$ cat src/rtl/bpa_pkg.sv
// shared types and constants of the buddy page allocator
`default_nettype none

package bpa_pkg;

    // operation codes carried on the input tuser
    localparam logic OP_ALLOC = 1'b0;
    localparam logic OP_FREE  = 1'b1;

    // configuration register index (byte address bit 2)
    localparam logic CFG_IDX_POOL_LOG2 = 1'b0;

    localparam logic [3:0] POOL_LOG2_RESET = 4'd10;

    typedef enum logic [1:0] {
        ST_OK        = 2'd0,
        ST_NO_SPACE  = 2'd1,
        ST_RANGE     = 2'd2,
        ST_NOT_ALLOC = 2'd3
    } bpa_status_t;

    // commands from controller to datapath, at most one action bit high
    typedef struct packed {
        logic        load;
        logic        clr_init;
        logic        clr_step;
        logic        size_step;
        logic        rd_root;
        logic        visit;
        logic        visit_child;
        logic        free_start;
        logic        climb_up;
        logic        restore;
        logic        asc_step;
        logic        push;
        bpa_status_t status;
    } bpa_cmd_t;

    // status from datapath to controller
    typedef struct packed {
        logic op_free;
        logic size_fit;
        logic size_top;
        logic range_bad;
        logic root_short;
        logic vis_hit;
        logic vis_root;
        logic node_used;
        logic at_root;
        logic asc_last;
        logic clr_last;
        logic out_free;
    } bpa_flags_t;

endpackage

`default_nettype wire

$ cat src/rtl/bpa_ctrl.sv
// controller state machine of the buddy page allocator
`default_nettype none

module bpa_ctrl (
    input  wire logic                clk,
    input  wire logic                rst_n,
    input  wire logic                cfg_wr,
    input  wire logic                in_valid,
    output logic                     in_ready,
    input  wire bpa_pkg::bpa_flags_t flags,
    output bpa_pkg::bpa_cmd_t        cmd
);

    typedef enum logic [3:0] {
        S_CLR_INIT,
        S_CLR,
        S_IDLE,
        S_DISPATCH,
        S_SIZE,
        S_ROOT,
        S_DESC,
        S_CLIMB,
        S_ASC,
        S_FINISH
    } state_t;

    state_t               state_reg;
    state_t               state_next;
    bpa_pkg::bpa_status_t status_reg;
    bpa_pkg::bpa_status_t status_next;
    logic                 pend_reg;

    assign in_ready = (state_reg == S_IDLE) && !pend_reg && !cfg_wr;

    always_comb
    begin
        cmd         = '0;
        cmd.status  = status_reg;
        state_next  = state_reg;
        status_next = status_reg;
        unique case (state_reg)
            S_CLR_INIT:
            begin
                cmd.clr_init = 1'b1;
                state_next   = S_CLR;
            end
            S_CLR:
            begin
                cmd.clr_step = 1'b1;
                if (flags.clr_last)
                begin
                    state_next = S_IDLE;
                end
            end
            S_IDLE:
            begin
                if (pend_reg || cfg_wr)
                begin
                    state_next = S_CLR_INIT;
                end
                else if (in_valid)
                begin
                    cmd.load   = 1'b1;
                    state_next = S_DISPATCH;
                end
            end
            S_DISPATCH:
            begin
                if (!flags.op_free)
                begin
                    state_next = S_SIZE;
                end
                else if (flags.range_bad)
                begin
                    status_next = bpa_pkg::ST_RANGE;
                    state_next  = S_FINISH;
                end
                else
                begin
                    cmd.free_start = 1'b1;
                    state_next     = S_CLIMB;
                end
            end
            S_SIZE:
            begin
                priority if (flags.size_fit)
                begin
                    cmd.rd_root = 1'b1;
                    state_next  = S_ROOT;
                end
                else if (flags.size_top)
                begin
                    status_next = bpa_pkg::ST_NO_SPACE;
                    state_next  = S_FINISH;
                end
                else
                begin
                    cmd.size_step = 1'b1;
                end
            end
            S_ROOT, S_DESC:
            begin
                if (state_reg == S_ROOT && flags.root_short)
                begin
                    status_next = bpa_pkg::ST_NO_SPACE;
                    state_next  = S_FINISH;
                end
                else
                begin
                    cmd.visit       = 1'b1;
                    cmd.visit_child = (state_reg == S_DESC);
                    priority if (!flags.vis_hit)
                    begin
                        state_next = S_DESC;
                    end
                    else if (flags.vis_root)
                    begin
                        status_next = bpa_pkg::ST_OK;
                        state_next  = S_FINISH;
                    end
                    else
                    begin
                        state_next = S_ASC;
                    end
                end
            end
            S_CLIMB:
            begin
                priority if (flags.node_used)
                begin
                    cmd.restore = 1'b1;
                    if (flags.at_root)
                    begin
                        status_next = bpa_pkg::ST_OK;
                        state_next  = S_FINISH;
                    end
                    else
                    begin
                        state_next = S_ASC;
                    end
                end
                else if (flags.at_root)
                begin
                    status_next = bpa_pkg::ST_NOT_ALLOC;
                    state_next  = S_FINISH;
                end
                else
                begin
                    cmd.climb_up = 1'b1;
                end
            end
            S_ASC:
            begin
                cmd.asc_step = 1'b1;
                if (flags.asc_last)
                begin
                    status_next = bpa_pkg::ST_OK;
                    state_next  = S_FINISH;
                end
            end
            S_FINISH:
            begin
                if (flags.out_free)
                begin
                    cmd.push   = 1'b1;
                    state_next = S_IDLE;
                end
            end
            default:
            begin
                state_next = S_CLR_INIT;
            end
        endcase
    end

    always_ff @(posedge clk or negedge rst_n)
    begin
        if (!rst_n)
        begin
            state_reg  <= S_CLR_INIT;
            status_reg <= bpa_pkg::ST_OK;
            pend_reg   <= 1'b0;
        end
        else
        begin
            state_reg  <= state_next;
            status_reg <= status_next;
            // a pool write arriving mid-sweep forces another sweep
            if (cfg_wr)
            begin
                pend_reg <= 1'b1;
            end
            else if (state_reg == S_CLR_INIT)
            begin
                pend_reg <= 1'b0;
            end
        end
    end

endmodule

`default_nettype wire

$ cat config.mk
export PLATFORM = sky130hd
export DESIGN_NAME = bpa_ctrl
export DESIGN_NICKNAME = d
export VERILOG_FILES = /design/src/rtl/bpa_pkg.sv /design/src/rtl/bpa_ctrl.sv
export SDC_FILE = /design/constraint.sdc
export NUM_CORES = 1
export LEC_CHECK = 0
export BUFFER_PORTS_ARGS = -buffer_cell sky130_fd_sc_hd__buf_2
export CORE_AREA = 2 2 47 49
export CTS_CLUSTER_DIAMETER = 100
export DETAILED_ROUTE_END_ITERATION = 10
export DIE_AREA = 0 0 49 51
export HOLD_SLACK_MARGIN = 0.06
export PLACE_DENSITY = 0.65
export SYNTH_ARGS = -nofsm -noshare
export SYNTH_HDL_FRONTEND = slang
export SYNTH_SLANG_ARGS = --single-unit
export TNS_END_PERCENT = 10
$ cat constraint.sdc
create_clock -name clk -period 2.1 [get_ports clk]
set_clock_uncertainty 0.15 [all_clocks]
set_input_delay 0.42 -clock clk [delete_from_list [all_inputs] [get_ports clk]]
set_output_delay 0.42 -clock clk [all_outputs]
set_load 0.01 [all_outputs]
==> results.cfg <==
[synthesis]
synth_seq_cells = 7
synth_seq_area_share_pct = 23.41
synth_area_leaders = dfrtp_1 23%, o21ai_0 4.7%, inv_1 4.5%
synth_top_cell_area_share_pct = 23.41
avgSynthCellArea_um2 = 7.960
ys.flop_type = dfrtp_1
ys_types = 42
yosys_warnings = 0
async_flop_share_pct = 100.0
netlist_area_um2 = 748.2
synth_edf_count = 0
synth_top_area_cell = dfrtp_1
syn_nets = 110
synthCells = 94

[pwr]
power.total_mw = 1.358
vdd_drop_max_v = 0.0005508
leakagePower_nw = 0.4945
powerDensity_nw_per_um2 = 1324

[worst_setup_path]
cp_cell_sequence = buf_4 -> or4b_4 -> inv_1 -> buf_2
cpPeakStageDelay_ns = 0.52
worstSetupEndpointType = primary output
crit_slowest_cell = or4b_4
cp.required_ns = 1.53
path_class = reg2out
start_kind = flip-flop
crit_arrival_ns = 1.56
worst-path-max-fanout = 5
rrSetupSlack_ns = 0.04

[floorplan]
rows = 17
start_util_pct = 36.26
die_w_um = 49
dieArea_um2 = 2499
die_h_um = 51
coreArea_um2 = 2063
num_io_pins = 31

[run_status]
violations = setup timing
status = finished with violations

[sta]
worst_pin_slew_ns = 0.3741
fin_ws_ns = -0.03437
hold_violations = 0
relSlewSlack_pct = 74.42
finalMaxSlewViolations = 0
finalSetupViolations = 3
rsz0062_at_grt = true
max_freq_ghz = 0.4685
fin_crit_sh_pct = 101.6
min_period_ns = 2.134
whs_ns = 0.2751

[finish]
drive_above_1_share_pct = 44.96
fin_cells = 157
area_growth_pct = 37.12
finish.utilization_pct = 49.73
final_nets = 146
largest_register_ff_count = 4
diodes = 0

[global_routing]
grt_pass1_wl_um = 3588
antenna_found_initial = 0
grt_overflow_total = 0
track_usage_pct = 18.67
grt_pass1_vias = 817
grt_max_degree = 17

[place]
port-buffer-count = 30
dpl.hpwl_um = 1685
dp.cells = 150
globalplace.congestion = 0.9548

[drt]
drtAntennaViolNets = 0
firstDrtPassIters = 4
drcViolationCount = 0
num_vias = 875
wl_per_cell_um = 13.93
routed_wl_um = 2187
viasPerCell = 5.573
drtIter0Drc = 30

[worst_hold_path]
hold_class = in2reg

[clocking]
numCtsBuffers = 3
htree_levels = 1
clkSinkCount = 7
clk_pin_slew_ns = 0.05
clock_latency_ns = 0.26
cts_tree = built
root_buffer = clkbuf_4
clock_path_buffers = 2

[run]
max-cap-violations = 0
[metal layers]
metal  track usage, %  routed length (um)
met3            3.801                 126
met5                0                   0
met4            7.143                  40
met1            23.36                 937
met2            31.74                1083
[worst max-delay path, delay by kind of cell (launching register included)]
family,cells,cell delay (ns)
flip-flops,1,0.44
buffers and inverters,3,0.36
AND/OR/NAND/NOR,1,0.52
[layout by cell type, fill, tap and decap left out, types with 2 or more instances in the layout]
cell	n
o21ai_0	7
o32a_1	2
and2_1	2
o21a_1	2
buf_4	6
mux2_4	2
dfrtp_2	3
inv_1	9
dfrtp_1	4
a31oi_1	3
nand2_1	5
buf_2	30
nor3_2	3
a21oi_1	5
clkbuf_4	3
nor2_1	9
nand2b_1	4
[stage by stage]
step | setup WS [ns] | TNS, ns | cell area (um^2)
floorplan | 0.1617 | 0 | 748.2
global placement | 0.04356 | 0 | 929.6
detailed placement | 0.02984 | 0 | 929.6
CTS | -0.04467 | -0.08379 | 1008
global route | -0.08702 | -0.2822 | 1026
finish | -0.03437 | -0.07561 | 1026
[cells in the mapped netlist, drive strengths merged (2+ instances only)]
master	instances
nor4	2
and2	3
o21a	2
a31oi	3
o32ai	2
nor2	10
nand2b	5
inv	9
a21oi	5
mux2	3
nor3	4
o21ai	7
o32a	2
dfrtp	7
clkbuf	2
nand2	5
buf	5
nor4b	2
[layout make-up]
type                    count  area [um^2]
well taps                  28        35.03
clock buffers               4        26.28
multi-input cells          71        535.5
flip-flops and latches      7        178.9
repair buffers             38        216.5
inverters                   9        33.78
fillers                   219         1037
[logic make-up (layout without fill, tap and decap cells)]
kind of cell	after synthesis	count (layout)	share of synthesized area, %
flops	7	7	23.41
buf+inv	16	51	10.03
compound gates	32	32	31.94
simple gates	36	36	29.10
mux	3	3	5.518
[what timing repair did]
action                                  in CTS  in global routing
hold buffers                                 1                  0
setup buffers                                2                  0
endpoints found under the setup margin       8                  8
resized for setup                            7                  5
pin swaps                                    2                  2
endpoints found under the hold margin        7                  0
[final timing paths]
check                                           from                         to  depth (start not counted)
max                         state_reg[0]$_DFFE_PN0P_                     cmd[3]                          4
min                                           cfg_wr       pend_reg$_DFFE_PN0P_                          2
max reg2reg                 state_reg[0]$_DFFE_PN0P_   state_reg[3]$_DFFE_PN0P_                          6
min reg2reg                status_reg[0]$_DFFE_PN0P_  status_reg[0]$_DFFE_PN0P_                          1
max in group asynchronous                      rst_n   state_reg[1]$_DFFE_PN0P_                          2
min in group asynchronous                      rst_n   state_reg[2]$_DFFE_PN0P_                          2
[power by group]
part | internal [mW] | leakage, nW | switching, mW
Clock | 0.0728 | 0.0150 | 0.0543
Sequential | 0.204 | 0.0815 | 0.0815
Combinational | 0.447 | 0.398 | 0.499
Total | 0.723 | 0.494 | 0.635
(Power assumes the default switching activity.)
